File: src/rtl/lpcd_pkg.sv
// types and constants shared by the length-prefixed channel deframer
// no dependencies; compile first

package lpcd_pkg;

	// framing format
	localparam int unsigned FRAME_LEN_BITS = 32;
	localparam int unsigned ID_BYTES       = 4;
	localparam int unsigned CTRL_BYTES     = 6;
	localparam int unsigned POS_BITS       = 3;

	// channel codes
	localparam logic [7:0] CH_CONTROL = 8'd0;
	localparam logic [7:0] CH_USER    = 8'd1;

	// configuration register indexes
	localparam int unsigned CFG_INDEX_BITS = 2;
	localparam logic [CFG_INDEX_BITS-1:0] REG_CLIENT_SIDE = 2'd0;
	localparam logic [CFG_INDEX_BITS-1:0] REG_PEER_TAG    = 2'd1;

	typedef enum logic [2:0] {
		PH_LEN0,
		PH_LEN1,
		PH_LEN2,
		PH_LEN3,
		PH_CHAN,
		PH_BODY,
		PH_STOP
	} phase_t;

	typedef enum logic [1:0] {
		EV_DATA  = 2'd0,
		EV_EMPTY = 2'd1,
		EV_CTRL  = 2'd2,
		EV_BAD   = 2'd3
	} event_kind_t;

	// result produced by the parser for one byte
	typedef struct packed {
		logic        valid;
		event_kind_t kind;
		logic [7:0]  data_byte;
		logic        last;
		logic [31:0] id;
		logic [15:0] port;
	} emit_t;

endpackage

File: src/rtl/lpcd_if.sv
// stream channels of the deframer: input bytes and result events
// depends on lpcd_pkg

interface lpcd_byte_if;
	logic       valid;
	logic       ready;
	logic [7:0] stream_byte;

	modport source (output valid, output stream_byte, input ready);
	modport sink   (input valid, input stream_byte, output ready);
endinterface

interface lpcd_event_if;
	logic                      valid;
	logic                      ready;
	lpcd_pkg::event_kind_t     event_kind;
	logic [7:0]                data_byte;
	logic                      last_of_message;
	logic [31:0]               assigned_id;
	logic [15:0]               udp_port;
	logic [31:0]               source_peer;

	modport source (output valid, output event_kind, output data_byte,
		output last_of_message, output assigned_id, output udp_port,
		output source_peer, input ready);
	modport sink   (input valid, input event_kind, input data_byte,
		input last_of_message, input assigned_id, input udp_port,
		input source_peer, output ready);
endinterface

File: src/rtl/length_prefixed_channel_deframer.sv
// top level of the length-prefixed channel deframer
// depends on lpcd_pkg, lpcd_if, lpcd_parser, lpcd_out_reg
//
// Usage: in_ch carries one stream byte per transfer; out_ch carries at most
// one event per byte (user payload byte, empty user message, control info
// with id and port, or bad length). Each frame is a 4-byte little-endian
// length, a channel byte and length-1 payload bytes.
// Path: a byte taken from in_ch is held in the input register, parsed from
// there once the result slot is free, and its event enters the result
// register, which drives out_ch.
// Throughput: one byte per cycle while out_ch stays ready, set by the single
// pass from the input register through the parser to the result register.
// Stall: while out_ch is not ready, one more byte waits in the input
// register and in_ch.ready drops; nothing is lost.
// Reset (arst_n low): parser returns to the first length byte, the halt is
// cleared, configuration registers go to zero, no event is pending.
// A bad length (zero, or above the LENGTH_BITS range) gives one event, then
// all further bytes are taken and dropped until reset.
// Configuration: write client_side (index 0) and peer_tag (index 1) while
// no byte is in flight.

module length_prefixed_channel_deframer #(
	parameter int unsigned LENGTH_BITS = 32
) (
	input  logic                                clk,
	input  logic                                arst_n,
	input  logic                                cfg_we,
	input  logic [lpcd_pkg::CFG_INDEX_BITS-1:0] cfg_index,
	input  logic [31:0]                         cfg_wdata,
	lpcd_byte_if.sink                           in_ch,
	lpcd_event_if.source                        out_ch
);

	logic            client_side_q;
	logic [31:0]     peer_tag_q;
	logic            valid_s1;
	logic [7:0]      byte_s1;
	logic            slot_free;
	logic            advance;
	lpcd_pkg::emit_t res;

	// configuration registers
	always_ff @(posedge clk or negedge arst_n) begin
		if (!arst_n) begin
			client_side_q <= 1'b0;
			peer_tag_q    <= '0;
		end else if (cfg_we) begin
			case (cfg_index)
				lpcd_pkg::REG_CLIENT_SIDE: client_side_q <= cfg_wdata[0];
				lpcd_pkg::REG_PEER_TAG:    peer_tag_q    <= cfg_wdata;
				default:                   ;
			endcase
		end
	end

	assign advance     = valid_s1 && slot_free;
	assign in_ch.ready = !valid_s1 || advance;

	// input register
	always_ff @(posedge clk or negedge arst_n) begin
		if (!arst_n)
			valid_s1 <= 1'b0;
		else if (in_ch.ready)
			valid_s1 <= in_ch.valid;
	end

	always_ff @(posedge clk) begin
		if (in_ch.valid && in_ch.ready)
			byte_s1 <= in_ch.stream_byte;
	end

	lpcd_parser #(
		.LENGTH_BITS(LENGTH_BITS)
	) u_parser (
		.clk         (clk),
		.arst_n      (arst_n),
		.fire        (advance),
		.stream_byte (byte_s1),
		.client_side (client_side_q),
		.res         (res)
	);

	lpcd_out_reg u_out (
		.clk       (clk),
		.arst_n    (arst_n),
		.load      (advance && res.valid),
		.res       (res),
		.peer_tag  (peer_tag_q),
		.slot_free (slot_free),
		.out_ch    (out_ch)
	);

	// an empty input register always takes a byte
	a_ready_when_empty: assert property (@(posedge clk) disable iff (!arst_n)
		!valid_s1 |-> in_ch.ready)
		else $error("input stalled with empty input register");

	// an emitted result shows up on the event channel
	a_emit_lands: assert property (@(posedge clk) disable iff (!arst_n)
		advance && res.valid |=> out_ch.valid)
		else $error("emitted result not presented");

	// a byte is only processed while the result slot can take its event
	a_no_overrun: assert property (@(posedge clk) disable iff (!arst_n)
		advance |-> slot_free && valid_s1)
		else $error("byte processed while result slot busy");

endmodule

File: src/rtl/lpcd_parser.sv
// frame parser: phase machine, length assembly, control capture
// depends on lpcd_pkg

module lpcd_parser #(
	parameter int unsigned LENGTH_BITS = 32
) (
	input  logic            clk,
	input  logic            arst_n,
	input  logic            fire,
	input  logic [7:0]      stream_byte,
	input  logic            client_side,
	output lpcd_pkg::emit_t res
);

	lpcd_pkg::phase_t                     phase_q, phase_d;
	logic [lpcd_pkg::FRAME_LEN_BITS-1:0]  len_q, len_d;
	logic [lpcd_pkg::FRAME_LEN_BITS-1:0]  full_len;
	logic [LENGTH_BITS-1:0]               left_q, left_d;
	logic [7:0]                           chan_q, chan_d;
	logic [lpcd_pkg::POS_BITS-1:0]        pos_q, pos_d;
	logic [31:0]                          id_q, id_d;
	logic [15:0]                          port_q, port_d;
	logic                                 last_byte;

	// state registers
	always_ff @(posedge clk or negedge arst_n) begin
		if (!arst_n) begin
			phase_q <= lpcd_pkg::PH_LEN0;
			len_q   <= '0;
			left_q  <= '0;
			chan_q  <= '0;
			pos_q   <= '0;
			id_q    <= '0;
			port_q  <= '0;
		end else if (fire) begin
			phase_q <= phase_d;
			len_q   <= len_d;
			left_q  <= left_d;
			chan_q  <= chan_d;
			pos_q   <= pos_d;
			id_q    <= id_d;
			port_q  <= port_d;
		end
	end

	assign full_len  = {stream_byte, len_q[23:0]};
	assign last_byte = (left_q == LENGTH_BITS'(1));

	function automatic logic [lpcd_pkg::POS_BITS-1:0] POS_BITS_MAX();
		return lpcd_pkg::POS_BITS'(lpcd_pkg::CTRL_BYTES);
	endfunction

	// next state and result for the byte at hand
	always_comb begin
		phase_d = phase_q;
		len_d   = len_q;
		left_d  = left_q;
		chan_d  = chan_q;
		pos_d   = pos_q;
		id_d    = id_q;
		port_d  = port_q;
		res     = '0;
		case (phase_q)
			lpcd_pkg::PH_LEN0: begin
				len_d   = {24'd0, stream_byte};
				phase_d = lpcd_pkg::PH_LEN1;
			end
			lpcd_pkg::PH_LEN1: begin
				len_d[15:8] = stream_byte;
				phase_d     = lpcd_pkg::PH_LEN2;
			end
			lpcd_pkg::PH_LEN2: begin
				len_d[23:16] = stream_byte;
				phase_d      = lpcd_pkg::PH_LEN3;
			end
			lpcd_pkg::PH_LEN3: begin
				len_d = full_len;
				// zero or too wide for the length field: report and halt
				if (full_len == '0 || (full_len >> LENGTH_BITS) != '0) begin
					phase_d   = lpcd_pkg::PH_STOP;
					res.valid = 1'b1;
					res.kind  = lpcd_pkg::EV_BAD;
				end else begin
					phase_d = lpcd_pkg::PH_CHAN;
				end
			end
			lpcd_pkg::PH_CHAN: begin
				chan_d = stream_byte;
				left_d = len_q[LENGTH_BITS-1:0] - LENGTH_BITS'(1);
				pos_d  = '0;
				if (left_d == '0) begin
					phase_d = lpcd_pkg::PH_LEN0;
					if (stream_byte == lpcd_pkg::CH_USER) begin
						res.valid = 1'b1;
						res.kind  = lpcd_pkg::EV_EMPTY;
					end
				end else begin
					phase_d = lpcd_pkg::PH_BODY;
				end
			end
			lpcd_pkg::PH_BODY: begin
				left_d = left_q - LENGTH_BITS'(1);
				if (last_byte)
					phase_d = lpcd_pkg::PH_LEN0;
				// saturating payload position, only the first six matter
				if (pos_q != POS_BITS_MAX())
					pos_d = pos_q + lpcd_pkg::POS_BITS'(1);
				if (chan_q == lpcd_pkg::CH_USER) begin
					res.valid     = 1'b1;
					res.kind      = lpcd_pkg::EV_DATA;
					res.data_byte = stream_byte;
					res.last      = last_byte;
				end else if (chan_q == lpcd_pkg::CH_CONTROL) begin
					if (pos_q < lpcd_pkg::POS_BITS'(lpcd_pkg::ID_BYTES))
						id_d[8*pos_q[1:0] +: 8] = stream_byte;
					else if (pos_q < lpcd_pkg::POS_BITS'(lpcd_pkg::CTRL_BYTES))
						port_d[8*pos_q[0] +: 8] = stream_byte;
					// at least six payload bytes means this one is at position five or later
					if (last_byte && client_side &&
						pos_q >= lpcd_pkg::POS_BITS'(lpcd_pkg::CTRL_BYTES - 1)) begin
						res.valid = 1'b1;
						res.kind  = lpcd_pkg::EV_CTRL;
						res.id    = id_d;
						res.port  = port_d;
					end
				end
			end
			lpcd_pkg::PH_STOP: begin
				phase_d = lpcd_pkg::PH_STOP;
			end
			default: begin
				phase_d = lpcd_pkg::PH_STOP;
			end
		endcase
	end

	// halted parser stays silent
	a_stop_silent: assert property (@(posedge clk) disable iff (!arst_n)
		phase_q == lpcd_pkg::PH_STOP |-> !res.valid)
		else $error("result produced after halt");

	// bad length is only ever reported on the last length byte
	a_bad_at_len3: assert property (@(posedge clk) disable iff (!arst_n)
		res.valid && res.kind == lpcd_pkg::EV_BAD |-> phase_q == lpcd_pkg::PH_LEN3)
		else $error("bad length reported outside length assembly");

	// a payload phase always has bytes left to take
	a_body_left: assert property (@(posedge clk) disable iff (!arst_n)
		phase_q == lpcd_pkg::PH_BODY |-> left_q != '0)
		else $error("payload phase with no bytes left");

endmodule

File: src/rtl/lpcd_out_reg.sv
// result register driving the event channel
// depends on lpcd_pkg and lpcd_if

module lpcd_out_reg (
	input  logic                clk,
	input  logic                arst_n,
	input  logic                load,
	input  lpcd_pkg::emit_t     res,
	input  logic [31:0]         peer_tag,
	output logic                slot_free,
	lpcd_event_if.source        out_ch
);

	logic                  valid_q;
	lpcd_pkg::event_kind_t kind_q;
	logic [7:0]            data_q;
	logic                  last_q;
	logic [31:0]           id_q;
	logic [15:0]           port_q;
	logic [31:0]           peer_q;

	// valid flag: set on load, cleared when the transfer completes
	always_ff @(posedge clk or negedge arst_n) begin
		if (!arst_n)
			valid_q <= 1'b0;
		else if (load)
			valid_q <= 1'b1;
		else if (out_ch.ready)
			valid_q <= 1'b0;
	end

	// payload
	always_ff @(posedge clk) begin
		if (load) begin
			kind_q <= res.kind;
			data_q <= res.data_byte;
			last_q <= res.last;
			id_q   <= res.id;
			port_q <= res.port;
			peer_q <= peer_tag;
		end
	end

	assign slot_free              = !valid_q || out_ch.ready;
	assign out_ch.valid           = valid_q;
	assign out_ch.event_kind      = kind_q;
	assign out_ch.data_byte       = data_q;
	assign out_ch.last_of_message = last_q;
	assign out_ch.assigned_id     = id_q;
	assign out_ch.udp_port        = port_q;
	assign out_ch.source_peer     = peer_q;

endmodule
File: src/flat_wrapper.sv
// flat-port wrapper written by rule: the top's interface ports become plain ports
module length_prefixed_channel_deframer_flat 
#(
	parameter int unsigned LENGTH_BITS = 32
)
  (clk, arst_n, cfg_we, cfg_index, cfg_wdata, in_ch_valid, in_ch_stream_byte, in_ch_ready, out_ch_valid, out_ch_event_kind, out_ch_data_byte, out_ch_last_of_message, out_ch_assigned_id, out_ch_udp_port, out_ch_source_peer, out_ch_ready);
  lpcd_byte_if in_ch_i ();
  lpcd_event_if out_ch_i ();
  input  logic clk;
  input  logic arst_n;
  input  logic cfg_we;
  input  logic [lpcd_pkg::CFG_INDEX_BITS-1:0] cfg_index;
  input  logic [31:0] cfg_wdata;
  input wire logic [$bits(in_ch_i.valid)-1:0] in_ch_valid;
  input wire logic [$bits(in_ch_i.stream_byte)-1:0] in_ch_stream_byte;
  output wire logic [$bits(in_ch_i.ready)-1:0] in_ch_ready;
  output wire logic [$bits(out_ch_i.valid)-1:0] out_ch_valid;
  output wire logic [$bits(out_ch_i.event_kind)-1:0] out_ch_event_kind;
  output wire logic [$bits(out_ch_i.data_byte)-1:0] out_ch_data_byte;
  output wire logic [$bits(out_ch_i.last_of_message)-1:0] out_ch_last_of_message;
  output wire logic [$bits(out_ch_i.assigned_id)-1:0] out_ch_assigned_id;
  output wire logic [$bits(out_ch_i.udp_port)-1:0] out_ch_udp_port;
  output wire logic [$bits(out_ch_i.source_peer)-1:0] out_ch_source_peer;
  input wire logic [$bits(out_ch_i.ready)-1:0] out_ch_ready;
  assign in_ch_i.valid = in_ch_valid;
  assign in_ch_i.stream_byte = in_ch_stream_byte;
  assign in_ch_ready = in_ch_i.ready;
  assign out_ch_valid = out_ch_i.valid;
  assign out_ch_event_kind = out_ch_i.event_kind;
  assign out_ch_data_byte = out_ch_i.data_byte;
  assign out_ch_last_of_message = out_ch_i.last_of_message;
  assign out_ch_assigned_id = out_ch_i.assigned_id;
  assign out_ch_udp_port = out_ch_i.udp_port;
  assign out_ch_source_peer = out_ch_i.source_peer;
  assign out_ch_i.ready = out_ch_ready;
  length_prefixed_channel_deframer #(.LENGTH_BITS(LENGTH_BITS)) u_core (.clk(clk), .arst_n(arst_n), .cfg_we(cfg_we), .cfg_index(cfg_index), .cfg_wdata(cfg_wdata), .in_ch(in_ch_i), .out_ch(out_ch_i));
endmodule
File: config.mk
export PLATFORM = sky130hd
export DESIGN_NAME = length_prefixed_channel_deframer_flat
export DESIGN_NICKNAME = d
export VERILOG_FILES = /design/src/rtl/lpcd_pkg.sv /design/src/rtl/lpcd_if.sv /design/src/rtl/length_prefixed_channel_deframer.sv /design/src/rtl/lpcd_parser.sv /design/src/rtl/lpcd_out_reg.sv /design/src/flat_wrapper.sv
export SDC_FILE = /design/constraint.sdc
export NUM_CORES = 1
export LEC_CHECK = 0
export BUFFER_PORTS_ARGS = -buffer_cell sky130_fd_sc_hd__buf_2
export CAP_MARGIN = 10
export CORE_MARGIN = 3
export CORE_UTILIZATION = 35
export DETAILED_ROUTE_END_ITERATION = 8
export PLACE_DENSITY_LB_ADDON = 0.08
export SYNTH_ARGS = -nofsm -noshare
export SYNTH_HDL_FRONTEND = slang
export SYNTH_HIERARCHICAL = 1
export SYNTH_SLANG_ARGS = --single-unit
File: constraint.sdc
create_clock -name clk -period 8.6 [get_ports clk]
set_clock_uncertainty 0.2 [all_clocks]
set_input_delay 0.86 -clock clk [delete_from_list [all_inputs] [get_ports clk]]
set_output_delay 0.86 -clock clk [all_outputs]
set_load 0.05 [all_outputs]
# Yosys cells after proc, flatten, opt, wreduce, memory -nomap -nowiden
# Cells that the tools add are included.
[word_totals]
register_bits = 260
inputBits = 47
word_cells = 105
[op_classes]
n_addsub = 5
order_cmp = 3
eq_ne = 12
n_shift = 4
n_mux = 24
n_bitwise = 4
reduce_logical = 32
[op_table]
columns = ["cell", "count"]
rows = [
  ["32-bit logical NOT", 2],
  ["32-bit one-hot mux with 2 select lines", 1],
  ["32-bit by 1-bit subtractor with 32-bit output (second input constant)", 2],
  ["8-bit one-hot mux with 2 select lines", 3],
  ["4-bit negation with 34-bit output", 1],
  ["5-bit negation with 34-bit output", 1],
  ["8-bit by 34-bit variable shift with 16-bit output (first input constant)", 1],
  ["8-bit by 34-bit variable shift with 32-bit output (first input constant)", 1],
  ["8-bit by 34-bit variable part select with 16-bit output", 1],
  ["8-bit by 34-bit variable part select with 32-bit output", 1],
  ["32-bit bitwise mux", 1],
  ["32-bit by 1-bit equality test with 1-bit output (second input constant)", 1],
  ["16-bit 2-to-1 mux", 2],
  ["32-bit 2-to-1 mux", 1],
  ["3-bit 2-to-1 mux", 9],
  ["2-bit AND reduction", 10],
  ["3-bit one-hot mux with 6 select lines", 1],
  ["16-bit bitwise mux", 1],
  ["8-bit by 1-bit equality test with 1-bit output (second input constant)", 2],
  ["2-bit nonzero test", 5],
  ["3-bit one-hot mux with 3 select lines", 1],
  ["8-bit logical NOT", 1],
  ["3-bit by 2-bit equality test with 1-bit output (second input constant)", 2],
  ["3-bit equality test (second input constant)", 2],
  ["other kinds (19)", 31],
]

# Logic depth before layout (Yosys ltp)
[depth]
word_depth = 9
mapped_depth = 12

# Cells and area by module
# Netlist, hierarchy kept.
[by_module_without_submodules]
columns = ["mod", "n_inst", "cells_each", "area_per_inst_um2", "seq_area_each_um2"]
rows = [
  ["lpcd_parser", 1, 871, 7483.4, 3153.0],
  ["lpcd_out_reg", 1, 94, 2780.2, 2757.6],
  ["length_prefixed_channel_deframer", 1, 85, 1667.8, 1091.0],
]

# Least setup slack after synthesis
# No wires, ideal clock.
[synth_timing]
kind = "flip-flop to flip-flop"
start = "reg u_core/u_parser/len_q[3] in the netlist's numbering"
end = "reg u_core.u_out.valid_q, in the netlist u_core/u_out/out_ch.valid"
setup_time_ns = 0.079
arrival_ns = 5.108
required_ns = 8.321
slack_ns = 3.213
stages_incl_launch_ff = 11
n_path_buf = 1
cell_sequence = "dfrtp_1 buf_2 or4_1 nor4_1 nand4_1 xnor2_1 nor4_1 o2111ai_1 o2111ai_1 and3_1 nand2b_2"
[synth_lines]
columns = ["element", "line", "rtl"]
rows = [
  ["start, declared", "lpcd_parser.sv:16", "logic [lpcd_pkg::FRAME_LEN_BITS-1:0] len_q, len_d;"],
  ["start signal, assigned", "lpcd_parser.sv:37", "len_q <= len_d;"],
  ["end signal, assigned", "lpcd_out_reg.sv:25", "valid_q <= 1'b0;"],
  ["end signal, assigned", "lpcd_out_reg.sv:27", "valid_q <= 1'b1;"],
  ["end signal, assigned", "lpcd_out_reg.sv:29", "valid_q <= 1'b0;"],
  ["end, declared", "lpcd_out_reg.sv:14", "logic valid_q;"],
]

==> impl_metrics.py <==
metrics = {
    "routing": {
        "ant_nets": 0,
        "drt_iter0_drc": 611,
        "drc": 0,
        "wire_per_inst_um": 19.16,
        "dr.pass1.iters": 5,
        "routed_wl_mm": 31.48,
        "vias": 8528,
        "via_per_inst": 5.191,
    },
    "floorplan": {
        "core_area_sq_mm": 0.03303,
        "die_h_um": 190.6,
        "dieArea_sq_mm": 0.03634,
        "initial_core_util_pct": 36.12,
        "rows": 66,
        "io-pin-count": 140,
        "fp.dieW_um": 190.6,
    },
    "critical_path": {
        "worstReg2RegEnd": "u_core/u_out/out_ch.source_peer[2]",
        "slowest_delay_ns": 1.15,
        "path_buf_inv": 1,
        "cp_data_arrival_time_ns": 5.28,
        "r2r_slack_ns": 3.30,
        "crit_type": "flip-flop to flip-flop",
        "critPathCapture": "u_core/u_out/out_ch.source_peer[2]",
        "crit_family": "simple AND/OR/NAND/NOR gates",
        "critPathMaxFanout": 56,
        "end_kind": "flip-flop",
        "ff2ff_path_depth": 8,
        "worstSetupStartpoint": "u_core/u_parser/left_q[16]",
        "start_kind": "flip-flop",
        "reg2reg_from": "u_core/u_parser/left_q[16]",
        "cpMaxStageDelayCell": "or4_2",
        "crit_required_ns": 8.58,
        "crit_chain": "or4_4 > or3_4 > nor4_1 > nand2_1 > or4_2 > o2111ai_1 > and3_4 > buf_4",
        "worst-path-stages": 8,
    },
    "power": {
        "power_leakage_nw": 5.895,
        "switching_share_pct": 34.34,
        "comb_power_share_pct": 26.5,
        "seqPwrFrac_pct": 42.7,
        "power_density_mw_per_mm2": 299.1,
        "p_sw_w": 0.001444,
        "power_w": 0.004204,
        "vdd_ir_drop_max_v": 0.0001689,
        "power_frac_clock_pct": 30.9,
        "power.internal_w": 0.002760,
    },
    "clock_tree": {
        "htree_num_levels": 1,
        "cts-root-buf": "clkbuf_16",
        "cts_setup_buffers": 0,
        "cts_tree": "yes",
        "cts_resized": 0,
        "clkSinkCount": 260,
        "numCtsBuffers": 30,
        "clk_latency_ns": 0.55,
        "clk_pin_slew_ns": 0.06,
        "ctsHoldBuffers": 0,
        "cts_buffer_depth": 3,
    },
    "hold_path": {
        "worst_hold_path_type": "input pin to asynchronous set/reset pin",
    },
    "global_route": {
        "track_usage_pct": 17.14,
        "grt_pass1_wl_mm": 49.00,
        "grt_max_degree": 63,
        "grt_pass1_vias": 8250,
        "antenna_found_initial": 0,
        "grt_overflow_total": 0,
    },
    "synthesis": {
        "synth_flop_cell": "dfrtp_1",
        "synthArstFlopShare_pct": 61.92,
        "yosysWarningCount": 6,
        "synth_cell_type_count": 68,
        "syn_inst": 1050,
        "synth_seq_cells": 260,
        "syn_nets": 1107,
        "ys_seq_area_share_pct": 58.68,
        "syn_area_sq_mm": 0.01193,
        "synth_edf_count": 99,
        "synth.avg_cell_area_sq_um": 11.36,
    },
    "timing": {
        "fin_setup_tns_ns": 0,
        "fin_crit_ns": 5.301,
        "hold_viol": 0,
        "setup_slack_ns": 3.299,
        "setup_viol": 0,
        "slew_viol_final": 0,
        "worst_pin_slew_ns": 1.137,
        "finalCritPeriodShare_pct": 61.64,
        "grt_setup_unrepaired": "false",
        "relSlewSlack_pct": 23.90,
        "max_clock_freq_ghz": 0.1886,
    },
    "place": {
        "dp_slack_ns": 3.256,
        "port_buffers": 139,
        "dpl.hpwl_mm": 20.83,
        "gp_congestion": 0.8350,
        "place_area_sq_mm": 0.01304,
    },
    "finish": {
        "insertedDiodeCount": 0,
        "final_common_cell": "dfrtp_1",
        "layout.nets": 1235,
        "area_growth_pct": 17.79,
        "drive_above_1_share_pct": 23.56,
        "post-route-util_pct": 42.55,
        "mostFrequentLayoutCells": "dfrtp_1, buf_2, nand2_1",
        "final_cell_area_sq_mm": 0.01405,
        "nFillCells": 3241,
    },
    "outcome": {
        "outcome": "finished, final reports clean",
    },
    "job": {
        "max_cap_violations": 0,
    },
}
==> stage by stage <==
stage	hold slack, ns	std cells
2_1_floorplan	0.2194	1050
3_3_place_gp	0.2236	1588
3_5_place_dp	0.2325	1588
4_1_cts	0.007010	1643
5_1_grt	0.01417	1643
6_report	0.005242	1643
==> layer usage <==
metal | global-route usage (%) | up-vias | part of all wire, %
met5 | 0 | - | 0
met4 | 3.359 | 0 | 1.6
met3 | 2.629 | 33 | 4.7
met2 | 25.91 | 197 | 44
met1 | 26.23 | 4230 | 50
li1 | - | 4068 | -
==> cells by family after synthesis <==
| logic type | share of synthesized area [%] |
|---|---|
| multiplexers | 6.995 |
| AND/OR/NAND/NOR | 15.98 |
| AO/OA/AOI/OAI | 12.03 |
| XOR/XNOR | 2.055 |
| flip-flops | 58.68 |
| adder cells (fa/ha/maj) | 1.049 |
| buffers and inverters | 3.209 |
==> power groups by stage <==
| stage | registers (W) | logic, W | clock network, W |
|---|---|---|---|
| after CTS | 0.00179 | 0.00111 | 0.00134 |
| after detailed placement | 0.00181 | 0.00111 | 0 |
| after floorplan | 0.00171 | 0.000861 | 0 |
| final | 0.00179 | 0.00111 | 0.00130 |
| after global routing | 0.00183 | 0.00125 | 0.00139 |
| after global placement | 0.00180 | 0.00111 | 0 |
==> state kept, by name (all words and copies together) (netlist names) <==
signal	flops
u_core/peer_tag_q	32
u_core/u_parser/left_q	32
u_core/u_out/out_ch.last_of_message	1
u_core/u_out/out_ch.assigned_id	32
u_core/u_parser/len_q	32
u_core/u_out/out_ch.udp_port	16
u_core/u_out/out_ch.data_byte	8
u_core/u_parser/id_q	32
u_core/valid_s1	1
u_core/client_side_q	1
u_core/u_parser/chan_q	8
u_core/u_out/out_ch.event_kind	2
u_core/u_out/out_ch.valid	1
u_core/u_out/out_ch.source_peer	32
u_core/byte_s1	8
u_core/u_parser/phase_q	3
u_core/u_parser/port_q	16
u_core/u_parser/pos_q	3
==> synth_stat cells, drive strengths merged (18+ instances only) <==
cell | n | area, sq um
o21ai | 66 | 330.3
nand3 | 20 | 100.1
nor4 | 18 | 133.9
nand2 | 137 | 514.2
a22o | 34 | 297.8
nor2 | 89 | 359.1
edfxtp | 99 | 2973
nor3 | 28 | 145.1
a22oi | 35 | 262.8
or3 | 18 | 117.6
inv | 22 | 82.58
a21oi | 38 | 190.2
mux2 | 49 | 664.4
clkbuf | 51 | 191.4
dfrtp | 161 | 4029
==> layout make-up <==
class | instances | area (sq um) | area share [%]
well taps | 442 | 553.0 | 3.935
inverters | 22 | 82.58 | 0.5876
clock inverters | 12 | 171.4 | 1.220
multi-input cells | 705 | 4553 | 32.40
flip-flops and latches | 260 | 7002 | 49.82
repair buffers | 159 | 852.1 | 6.063
clock buffers | 43 | 839.6 | 5.974
==> worst min path at each step <==
| stage | to | slack (ns) |
|---|---|---|
| global route | u_core/peer_tag_q[27] | 0.01 |
| detailed placement | u_core/u_out/out_ch.source_peer[30] | 0.23 |
| finish | u_core/peer_tag_q[27] | 0.005 |
| global placement | u_core/u_out/out_ch.source_peer[22] | 0.22 |
| CTS | u_core/peer_tag_q[27] | 0.007 |
| floorplan | u_core/u_out/out_ch.source_peer[22] | 0.22 |
(Power assumes the default switching activity.)
